--- config.mk ---
export PLATFORM = sky130hd
export DESIGN_NAME = light_sensor_autogain_lux_flat
export DESIGN_NICKNAME = d
export VERILOG_FILES = /design/src/rtl/lsal_pkg.sv /design/src/rtl/lsal_intf.sv /design/src/rtl/light_sensor_autogain_lux.sv /design/src/flat_wrapper.sv
export SDC_FILE = /design/constraint.sdc
export NUM_CORES = 1
export LEC_CHECK = 0
export BUFFER_PORTS_ARGS = -buffer_cell sky130_fd_sc_hd__buf_2
export CORE_ASPECT_RATIO = 1.1
export CORE_UTILIZATION = 55
export CTS_CLUSTER_SIZE = 25
export DETAILED_ROUTE_END_ITERATION = 10
export PLACE_DENSITY = 0.72
export SLEW_MARGIN = 10
export SYNTH_ARGS = -nofsm -noshare
export SYNTH_HDL_FRONTEND = slang
export SYNTH_SLANG_ARGS = --single-unit
--- constraint.sdc ---
create_clock -name clk_i -period 4 [get_ports clk_i]
set_input_delay 0.4 -clock clk_i [delete_from_list [all_inputs] [get_ports clk_i]]
set_output_delay 0.4 -clock clk_i [all_outputs]
set_load 0.005 [all_outputs]
--- src/rtl/lsal_pkg.sv ---
// Shared types, widths and constants of the light sensor auto-gain and lux block.
// No dependencies; compile before the interfaces and the top level.
package lsal_pkg;

  localparam int CH_W       = 16;
  localparam int MS_W       = 10;
  localparam int GAIN_W     = 2;
  localparam int STATUS_W   = 2;
  localparam int LUX_W      = 32;
  localparam int CTRL_W     = 8;
  localparam int CFG_IDX_W  = 2;
  localparam int CFG_DATA_W = 10;
  localparam int ATT_W      = 2;

  localparam int MUL_W    = 41;
  localparam int MPLIER_W = 16;
  localparam int DEN_W    = 40;
  localparam int CNT_W    = 5;
  localparam int NUM_HI_W = 17;

  localparam logic [CH_W-1:0]     SAT_LIMIT_SHORT = 16'd36863;
  localparam logic [CH_W-1:0]     SAT_LIMIT_LONG  = 16'd65535;
  localparam logic [CH_W-1:0]     LOW_COUNT       = 16'd100;
  localparam logic [MS_W-1:0]     MS_SHORT        = 10'd100;
  localparam logic [MPLIER_W-1:0] LUX_SCALE       = 16'd408;
  localparam logic [5:0]          MS_RECIP        = 6'd41;
  localparam int                  MS_RECIP_SHIFT  = 12;

  localparam logic [MS_W-1:0]   MS_RESET   = 10'd100;
  localparam logic [GAIN_W-1:0] GAIN_RESET = 2'd1;
  localparam logic [GAIN_W-1:0] GAIN_MAX   = 2'd3;

  typedef enum logic [STATUS_W-1:0] {
    ST_VALID = 2'd0,
    ST_RETRY = 2'd1,
    ST_FAIL  = 2'd2
  } status_e;

  typedef enum logic [CFG_IDX_W-1:0] {
    REG_INTEG_MS  = 2'd0,
    REG_AUTO_GAIN = 2'd1,
    REG_INIT_GAIN = 2'd2
  } cfg_reg_e;

  function automatic logic [MPLIER_W-1:0] gain_value(input logic [GAIN_W-1:0] idx);
    logic [MPLIER_W-1:0] g;
    case (idx)
      2'd0:    g = 16'd1;
      2'd1:    g = 16'd25;
      2'd2:    g = 16'd428;
      default: g = 16'd9876;
    endcase
    return g;
  endfunction

endpackage

--- src/rtl/lsal_intf.sv ---
// Valid/ready channel interfaces: reading input, result output, register write.
// Depends on lsal_pkg for field widths.
interface lsal_in_if;
  import lsal_pkg::*;
  logic            valid;
  logic            ready;
  logic [CH_W-1:0] channel_full;
  logic [CH_W-1:0] channel_ir;
  logic            bus_error;

  modport source(output valid, channel_full, channel_ir, bus_error, input ready);
  modport sink(input valid, channel_full, channel_ir, bus_error, output ready);
endinterface

interface lsal_out_if;
  import lsal_pkg::*;
  logic                valid;
  logic                ready;
  logic [STATUS_W-1:0] status;
  logic [LUX_W-1:0]    lux_q8;
  logic [GAIN_W-1:0]   gain_now;
  logic [CTRL_W-1:0]   control_byte;

  modport source(output valid, status, lux_q8, gain_now, control_byte, input ready);
  modport sink(input valid, status, lux_q8, gain_now, control_byte, output ready);
endinterface

interface lsal_cfg_if;
  import lsal_pkg::*;
  logic                  valid;
  logic                  ready;
  logic [CFG_IDX_W-1:0]  index;
  logic [CFG_DATA_W-1:0] data;

  modport source(output valid, index, data, input ready);
  modport sink(input valid, index, data, output ready);
endinterface

--- src/rtl/light_sensor_autogain_lux.sv ---
// Auto-gain control and lux calculation for a two-channel light sensor reading.
// Depends on lsal_pkg and the channel interfaces in lsal_intf.sv.
// One item at a time; a result held by the receiver stalls the next transfer.
// Retry, fail, zero-count: straight to the finish load, taken once the output is free. Lux:
// square, scale and two denominator multiply passes, divide (skipped on saturation), load.
// Reset (async, active low): integration 100 ms, auto-gain on, gain index 1, no attempts.
module light_sensor_autogain_lux #(
  parameter int MAX_ATTEMPTS = 3
) (
  input  logic       clk_i,
  input  logic       rst_ni,
  lsal_in_if.sink    in_ch_i,
  lsal_out_if.source out_ch_o,
  lsal_cfg_if.sink   cfg_i
);
  import lsal_pkg::*;

  typedef enum logic [2:0] {
    S_IDLE,
    S_SQUARE,
    S_SCALE,
    S_DEN_A,
    S_DEN_B,
    S_DIVIDE,
    S_FINISH
  } state_e;

  state_e                state_q;
  logic [MS_W-1:0]       ms_q;
  logic                  auto_q;
  logic [GAIN_W-1:0]     gain_q;
  logic [ATT_W-1:0]      attempt_q;
  status_e               status_q;
  logic [CH_W-1:0]       c0_q;
  logic [MUL_W-1:0]      mcand_q;
  logic [MPLIER_W-1:0]   mplier_q;
  logic [MUL_W-1:0]      acc_q;
  logic [DEN_W-1:0]      den_q;
  logic [MUL_W-1:0]      rem_q;
  logic [LUX_W-1:0]      qsh_q;
  logic [CNT_W-1:0]      cnt_q;

  logic                  out_valid_q;
  status_e               out_status_q;
  logic [LUX_W-1:0]      out_lux_q;
  logic [GAIN_W-1:0]     out_gain_q;
  logic [CTRL_W-1:0]     out_ctrl_q;

  logic                  in_xfer;
  logic [CH_W-1:0]       c0;
  logic [CH_W-1:0]       c1;
  logic [CH_W-1:0]       sat_limit;
  logic                  can_retry;
  status_e               dec_status;
  logic [GAIN_W-1:0]     dec_gain;
  logic                  dec_compute;
  logic [CH_W-1:0]       diff;

  logic                  mul_done;
  logic [MUL_W-1:0]      acc_add;
  logic [MUL_W-1:0]      trial;
  logic [MUL_W-1:0]      den_ext;
  logic                  fits;
  logic                  lux_sat;

  logic [CH_W-1:0]       ms_prod;
  logic [3:0]            integ_bits;
  logic [CTRL_W-1:0]     ctrl_byte;
  logic                  out_free;

  assign in_ch_i.ready = (state_q == S_IDLE);
  assign cfg_i.ready   = 1'b1;
  assign in_xfer       = in_ch_i.valid && in_ch_i.ready;

  assign c0        = in_ch_i.channel_full;
  assign c1        = in_ch_i.channel_ir;
  assign sat_limit = (ms_q == MS_SHORT) ? SAT_LIMIT_SHORT : SAT_LIMIT_LONG;
  assign can_retry = ({1'b0, attempt_q} + 3'd1) < 3'(MAX_ATTEMPTS);
  assign diff      = (c0 >= c1) ? (c0 - c1) : (c1 - c0);

  always_comb begin
    dec_status  = ST_VALID;
    dec_gain    = gain_q;
    dec_compute = 1'b0;
    if (in_ch_i.bus_error) begin
      dec_status = ST_FAIL;
    end else if (c0 >= sat_limit || c1 >= sat_limit) begin
      if (auto_q && gain_q != '0 && can_retry) begin
        dec_gain   = gain_q - 2'd1;
        dec_status = ST_RETRY;
      end else begin
        dec_status = ST_FAIL;
      end
    end else if (auto_q && c0 < LOW_COUNT && gain_q != GAIN_MAX && can_retry) begin
      dec_gain   = gain_q + 2'd1;
      dec_status = ST_RETRY;
    end else if (c0 == '0) begin
      dec_status = ST_VALID;
    end else if (ms_q == '0) begin
      dec_status = ST_FAIL;
    end else begin
      dec_compute = 1'b1;
    end
  end

  assign mul_done = (mplier_q == '0);
  assign acc_add  = acc_q + (mplier_q[0] ? mcand_q : '0);

  assign den_ext = {1'b0, den_q};
  assign trial   = {rem_q[MUL_W-2:0], qsh_q[LUX_W-1]};
  assign fits    = (trial >= den_ext);
  assign lux_sat = (acc_q[DEN_W-1:NUM_HI_W] == '0) &&
                   (acc_q[NUM_HI_W-1:0] <= rem_q[NUM_HI_W-1:0]);

  assign ms_prod    = 16'({6'b0, ms_q} * {10'b0, MS_RECIP});
  assign integ_bits = ms_prod[CH_W-1:MS_RECIP_SHIFT] - 4'd1;
  assign ctrl_byte  = {2'b00, gain_q, integ_bits};
  assign out_free   = !out_valid_q || out_ch_o.ready;

  always_ff @(posedge clk_i or negedge rst_ni) begin
    if (!rst_ni) begin
      state_q      <= S_IDLE;
      ms_q         <= MS_RESET;
      auto_q       <= 1'b1;
      gain_q       <= GAIN_RESET;
      attempt_q    <= '0;
      status_q     <= ST_VALID;
      c0_q         <= '0;
      mcand_q      <= '0;
      mplier_q     <= '0;
      acc_q        <= '0;
      den_q        <= '0;
      rem_q        <= '0;
      qsh_q        <= '0;
      cnt_q        <= '0;
      out_valid_q  <= 1'b0;
      out_status_q <= ST_VALID;
      out_lux_q    <= '0;
      out_gain_q   <= '0;
      out_ctrl_q   <= '0;
    end else begin
      if (out_valid_q && out_ch_o.ready) begin
        out_valid_q <= 1'b0;
      end

      unique case (state_q)
        S_IDLE: begin
          if (in_xfer) begin
            status_q  <= dec_status;
            gain_q    <= dec_gain;
            attempt_q <= (dec_status == ST_RETRY) ? attempt_q + 2'd1 : '0;
            c0_q      <= c0;
            qsh_q     <= '0;
            mcand_q   <= MUL_W'(diff);
            mplier_q  <= diff;
            acc_q     <= '0;
            state_q   <= dec_compute ? S_SQUARE : S_FINISH;
          end
        end
        S_SQUARE: begin
          if (mul_done) begin
            mcand_q  <= acc_q;
            mplier_q <= LUX_SCALE;
            acc_q    <= '0;
            state_q  <= S_SCALE;
          end else begin
            acc_q    <= acc_add;
            mcand_q  <= {mcand_q[MUL_W-2:0], 1'b0};
            mplier_q <= {1'b0, mplier_q[MPLIER_W-1:1]};
          end
        end
        S_SCALE: begin
          if (mul_done) begin
            rem_q    <= MUL_W'(acc_q[MUL_W-1:MUL_W-NUM_HI_W]);
            qsh_q    <= {acc_q[MUL_W-NUM_HI_W-1:0], 8'b0};
            mcand_q  <= MUL_W'(c0_q);
            mplier_q <= MPLIER_W'(ms_q);
            acc_q    <= '0;
            state_q  <= S_DEN_A;
          end else begin
            acc_q    <= acc_add;
            mcand_q  <= {mcand_q[MUL_W-2:0], 1'b0};
            mplier_q <= {1'b0, mplier_q[MPLIER_W-1:1]};
          end
        end
        S_DEN_A: begin
          if (mul_done) begin
            mcand_q  <= acc_q;
            mplier_q <= gain_value(gain_q);
            acc_q    <= '0;
            state_q  <= S_DEN_B;
          end else begin
            acc_q    <= acc_add;
            mcand_q  <= {mcand_q[MUL_W-2:0], 1'b0};
            mplier_q <= {1'b0, mplier_q[MPLIER_W-1:1]};
          end
        end
        S_DEN_B: begin
          if (mul_done) begin
            den_q <= acc_q[DEN_W-1:0];
            cnt_q <= '1;
            if (lux_sat) begin
              qsh_q   <= '1;
              state_q <= S_FINISH;
            end else begin
              state_q <= S_DIVIDE;
            end
          end else begin
            acc_q    <= acc_add;
            mcand_q  <= {mcand_q[MUL_W-2:0], 1'b0};
            mplier_q <= {1'b0, mplier_q[MPLIER_W-1:1]};
          end
        end
        S_DIVIDE: begin
          rem_q <= fits ? (trial - den_ext) : trial;
          qsh_q <= {qsh_q[LUX_W-2:0], fits};
          cnt_q <= cnt_q - 5'd1;
          if (cnt_q == '0) begin
            state_q <= S_FINISH;
          end
        end
        S_FINISH: begin
          if (out_free) begin
            out_valid_q  <= 1'b1;
            out_status_q <= status_q;
            out_lux_q    <= qsh_q;
            out_gain_q   <= gain_q;
            out_ctrl_q   <= ctrl_byte;
            state_q      <= S_IDLE;
          end
        end
        default: state_q <= S_IDLE;
      endcase

      if (cfg_i.valid && cfg_i.ready) begin
        unique case (cfg_i.index)
          REG_INTEG_MS:  ms_q   <= cfg_i.data;
          REG_AUTO_GAIN: auto_q <= cfg_i.data[0];
          REG_INIT_GAIN: gain_q <= cfg_i.data[GAIN_W-1:0];
          default: ;
        endcase
      end
    end
  end

  assign out_ch_o.valid        = out_valid_q;
  assign out_ch_o.status       = out_status_q;
  assign out_ch_o.lux_q8       = out_lux_q;
  assign out_ch_o.gain_now     = out_gain_q;
  assign out_ch_o.control_byte = out_ctrl_q;

  a_attempt_bound: assert property (@(posedge clk_i) disable iff (!rst_ni)
    ({1'b0, attempt_q} < 3'(MAX_ATTEMPTS)))
    else $error("attempt count beyond retry budget");

  a_rem_below_den: assert property (@(posedge clk_i) disable iff (!rst_ni)
    (state_q == S_DIVIDE) |-> (rem_q < den_ext))
    else $error("divider remainder not below denominator");

  a_lux_zero_unless_valid: assert property (@(posedge clk_i) disable iff (!rst_ni)
    (out_valid_q && out_status_q != ST_VALID) |-> (out_lux_q == '0))
    else $error("lux nonzero on retry or fail result");

  a_busy_after_xfer: assert property (@(posedge clk_i) disable iff (!rst_ni)
    in_xfer |=> !in_ch_i.ready)
    else $error("input taken again before result finished");

endmodule
--- src/flat_wrapper.sv ---
// flat-port wrapper written by rule: the top's interface ports become plain ports
module light_sensor_autogain_lux_flat import lsal_pkg::*;
#(
  parameter int MAX_ATTEMPTS = 3
)
  (clk_i, rst_ni, in_ch_i_valid, in_ch_i_channel_full, in_ch_i_channel_ir, in_ch_i_bus_error, in_ch_i_ready, out_ch_o_valid, out_ch_o_status, out_ch_o_lux_q8, out_ch_o_gain_now, out_ch_o_control_byte, out_ch_o_ready, cfg_i_valid, cfg_i_index, cfg_i_data, cfg_i_ready);
  lsal_in_if in_ch_i_i ();
  lsal_out_if out_ch_o_i ();
  lsal_cfg_if cfg_i_i ();
  input  logic clk_i;
  input  logic rst_ni;
  input wire logic [$bits(in_ch_i_i.valid)-1:0] in_ch_i_valid;
  input wire logic [$bits(in_ch_i_i.channel_full)-1:0] in_ch_i_channel_full;
  input wire logic [$bits(in_ch_i_i.channel_ir)-1:0] in_ch_i_channel_ir;
  input wire logic [$bits(in_ch_i_i.bus_error)-1:0] in_ch_i_bus_error;
  output wire logic [$bits(in_ch_i_i.ready)-1:0] in_ch_i_ready;
  output wire logic [$bits(out_ch_o_i.valid)-1:0] out_ch_o_valid;
  output wire logic [$bits(out_ch_o_i.status)-1:0] out_ch_o_status;
  output wire logic [$bits(out_ch_o_i.lux_q8)-1:0] out_ch_o_lux_q8;
  output wire logic [$bits(out_ch_o_i.gain_now)-1:0] out_ch_o_gain_now;
  output wire logic [$bits(out_ch_o_i.control_byte)-1:0] out_ch_o_control_byte;
  input wire logic [$bits(out_ch_o_i.ready)-1:0] out_ch_o_ready;
  input wire logic [$bits(cfg_i_i.valid)-1:0] cfg_i_valid;
  input wire logic [$bits(cfg_i_i.index)-1:0] cfg_i_index;
  input wire logic [$bits(cfg_i_i.data)-1:0] cfg_i_data;
  output wire logic [$bits(cfg_i_i.ready)-1:0] cfg_i_ready;
  assign in_ch_i_i.valid = in_ch_i_valid;
  assign in_ch_i_i.channel_full = in_ch_i_channel_full;
  assign in_ch_i_i.channel_ir = in_ch_i_channel_ir;
  assign in_ch_i_i.bus_error = in_ch_i_bus_error;
  assign in_ch_i_ready = in_ch_i_i.ready;
  assign out_ch_o_valid = out_ch_o_i.valid;
  assign out_ch_o_status = out_ch_o_i.status;
  assign out_ch_o_lux_q8 = out_ch_o_i.lux_q8;
  assign out_ch_o_gain_now = out_ch_o_i.gain_now;
  assign out_ch_o_control_byte = out_ch_o_i.control_byte;
  assign out_ch_o_i.ready = out_ch_o_ready;
  assign cfg_i_i.valid = cfg_i_valid;
  assign cfg_i_i.index = cfg_i_index;
  assign cfg_i_i.data = cfg_i_data;
  assign cfg_i_ready = cfg_i_i.ready;
  light_sensor_autogain_lux #(.MAX_ATTEMPTS(MAX_ATTEMPTS)) u_core (.clk_i(clk_i), .rst_ni(rst_ni), .in_ch_i(in_ch_i_i), .out_ch_o(out_ch_o_i), .cfg_i(cfg_i_i));
endmodule
==> flow_summary.toml <==
[timing]
max_freq_mhz = 268
rsz0062_at_grt = "false"
maxSlewHeadroom_pct = 37.9
worst_slew_pin_slew_ns = 0.930
hold_viol = 0
min_period_over_period_pct = 93.4
skew_ns = 0.0167
period_minus_slack_ns = 3.73
setup_tns_ns = 0
setup_violations = 0
hold_slack_ns = 0.0904
drv_slew = 0

[die]
initial_utilization_pct = 55.8
pin_count = 97
dieArea_mm2 = 0.0383
die_height_um = 205
num_rows = 74
core_mm2 = 0.0370
die_w_um = 187

[min_path]
min_to = "u_core.ms_q[9]"
holdPathStages = 2
hp-class = "input port to register"
hp-start = "cfg_i_data[9]"

[global_routing]
grt_max_degree = 89
gr-total-overflow = 0
grt_pass1_vias = 18000
grt_pass1_wl_um = 98200
grtUsageTotal_pct = 32.3
antenna_found_initial = 0

[logic_synthesis]
ys_seq_area_share_pct = 35.4
synth_xor_area_share_pct = 3.82
synth-edff-count = 0
syn_area_mm2 = 0.0207
ys_warn_count = 0
synthArstFlopShare_pct = 100
synthFlopType = "dfrtp_1"
ys_seq_elements = 292
synth.largest_area_cell = "dfrtp_1"
yosysUniqueCellTypes = 90
synth-simple-area-share_pct = 17.1
yosys-top-cells-area = "dfrtp_1 35%, ha_1 11%, nand2_1 6.5%"
yosys.area_share.adder_pct = 11.4
synth_top_family_by_area = "compound AO/OA/AOI/OAI gates"
synthCells = 2434
synth_top_area_share_pct = 34.8
synthMuxAreaShare_pct = 1.97
synth-compound-area-share_pct = 24.4
avgSynthCellArea_um2 = 8.48

[power_and_ir_drop]
finalPower_mw = 19.6
vdd_ir_drop_max_v = 0.000516
pwr_density_cell_mw_per_mm2 = 855
intPower_mw = 10.4
combPwrFrac_pct = 55.5
p_sw_mw = 9.15
clkPwrFrac_pct = 16.5
swShare_pct = 46.8
sequentialPowerShare_pct = 28.0
leakage_nw = 10.8

[final_layout]
nets = 2718
utilization_pct = 61.8
nFillCells = 3244
drive_gt1_share_pct = 11.0
layout-area-overhead-vs-synth_pct = 10.8
final_cell_mix = "357 x nand2_1, 287 x dfrtp_1, 195 x o21ai_0, 176 x ha_1, 158 x inv_1"
antenna_cells = 0
multi_input_area_mm2 = 0.0122
seqCellArea_mm2 = 0.00731
final_common_cell = "nand2_1"

[clock_network]
h-tree-depth = 2
cts_tree = "built"
cts_buffer_depth = 3
clk_pin_slew_worst_paths_ns = 0.06
clock-sinks = 292
cts-root-buf = "clkbuf_16"
cts_buffers = 34
clock_latency_ns = 0.56

[placement]
portBuffers = 93
gp_congestion = 0.947
dp_hpwl_um = 45100

[worst_setup_path]
worst_setup_path_start_kind = "register"
r2r-start = "u_core.ms_q[3]"
endpoint_kind = "register"
reg2reg_setup_slack_ns = 0.27
r2r_end = "u_core.out_ch_o.control_byte[3]"
critPathKind = "register to register"
worstPathMaxFanout = 6
worstRegToRegCells = 14
crit_arrival_ns = 4.16
crit_required_ns = 4.43

[route]
ant_nets = 0
drtIter0Drc = 1482
wirelength_um = 61900
vias_per_cell = 6.19
drt_first_pass_iters = 9
route.detailed.drc = 0
num_vias = 18600
wl_per_cell_um = 20.6

[run_status]
status = "complete, no violations"

[run]
drv_cap = 0
cells by family after synthesis:
logic type / after synthesis
fa+ha+maj: 184
simple gates: 757
other cells: 2
flops: 292
compound gates: 767
buf+inv: 304
mux: 38
xor+xnor: 90
layer usage:
layer | wire length [um] | GRT usage (%)
met5 | 0 | 0
met4 | 3520 | 17.7
met3 | 3560 | 4.45
met2 | 28900 | 54.4
met1 | 25900 | 40.4
timing repair:
item,CTS,global route
endpoints found under the setup margin,0,2
resized for setup,0,2
hold buffers,1,0
buffers inserted,0,1
hold endpoints to repair,85,0
power groups by stage:
stage	registers, mW	logic [mW]	clock network (mW)
6_report	5.48	10.9	3.22
5_1_grt	5.58	12.0	3.38
4_1_cts	5.42	10.7	3.28
3_5_place_dp	5.46	10.6	0
3_3_place_gp	5.43	10.4	0
2_1_floorplan	4.95	7.84	0
worst max-delay path: stages, from the launching register on:
cell and delay [ns]:
dfrtp_1 0.44, ha_1 0.33, fa_1 0.48, ha_1 0.31, ha_1 0.28, and3_1 0.18, a31o_2 0.23, a21oi_1 0.19
o21ai_1 0.16, a21oi_2 0.18, o21ba_2 0.19, o21ai_0 0.09, a221oi_1 0.30, xor2_1 0.17, o21ai_0 0.09
state kept, by name, indices dropped and copies added (netlist names), 16 cells and up:
signal	cells
u_core.den_q	40
u_core.rem_q	40
u_core.mplier_q	16
u_core.out_ch_o.lux_q8	32
u_core.qsh_q	32
u_core.c0_q	16
u_core.mcand_q	41
u_core.acc_q	41
synth_stat cells (all sizes together), types with 5 or more instances:
library cell and instances:
mux2 18, a2bb2oi 31, xnor2 47, a211oi 27
a211o 6, ha 176, buf 38, and3 23
dfrtp 287, nand2 358, clkbuf 108, mux2i 20
o31a 8, nand2b 17, o22ai 14, nand3 70
o21ai 238, and4 5, inv 158, a222oi 28
nor3 28, xor2 43, fa 8, a221o 5
nor2b 20, nor2 112, a221oi 14, o31ai 9
o21a 14, nor4 20, dfstp 5, a31oi 39
a21o 61, o21bai 16, a22o 7, and2 50
o22a 7, a22oi 30, nand4 27, a21oi 161
o211ai 17
worst max path at each step:
| stage | start | end | slack (ns) | cells after the start |
|---|---|---|---|---|
| floorplan | u_core.ms_q[6] | u_core.out_ch_o.control_byte[3] | 0.40 | 14 |
| global placement | u_core.ms_q[3] | u_core.out_ch_o.control_byte[3] | 0.17 | 14 |
| detailed placement | u_core.ms_q[3] | u_core.out_ch_o.control_byte[3] | 0.12 | 14 |
| CTS | u_core.ms_q[3] | u_core.out_ch_o.control_byte[3] | 0.11 | 14 |
| global route | u_core.ms_q[3] | u_core.out_ch_o.control_byte[3] | 0.003 | 14 |
| finish | u_core.ms_q[3] | u_core.out_ch_o.control_byte[3] | 0.27 | 14 |
per-stage QoR:
stage,cell area [um^2],cells,worst slack [ns]
after floorplan,20700,2435,0.399
after global placement,21700,2940,0.175
after detailed placement,21700,2940,0.123
after CTS,22900,3001,0.106
after global routing,22900,3002,0.00266
final,22900,3002,0.265
area by class of cell:
type | instances | area share (%)
clock buffer | 48 | 4.25
clock inverter | 12 | 0.716
inverter | 158 | 2.59
multi-input combinational | 1839 | 53.3
sequential | 292 | 32.0
tap | 494 | 2.70
timing repair buffer | 159 | 4.53
Note: power is estimated with default switching activity, not from simulation.
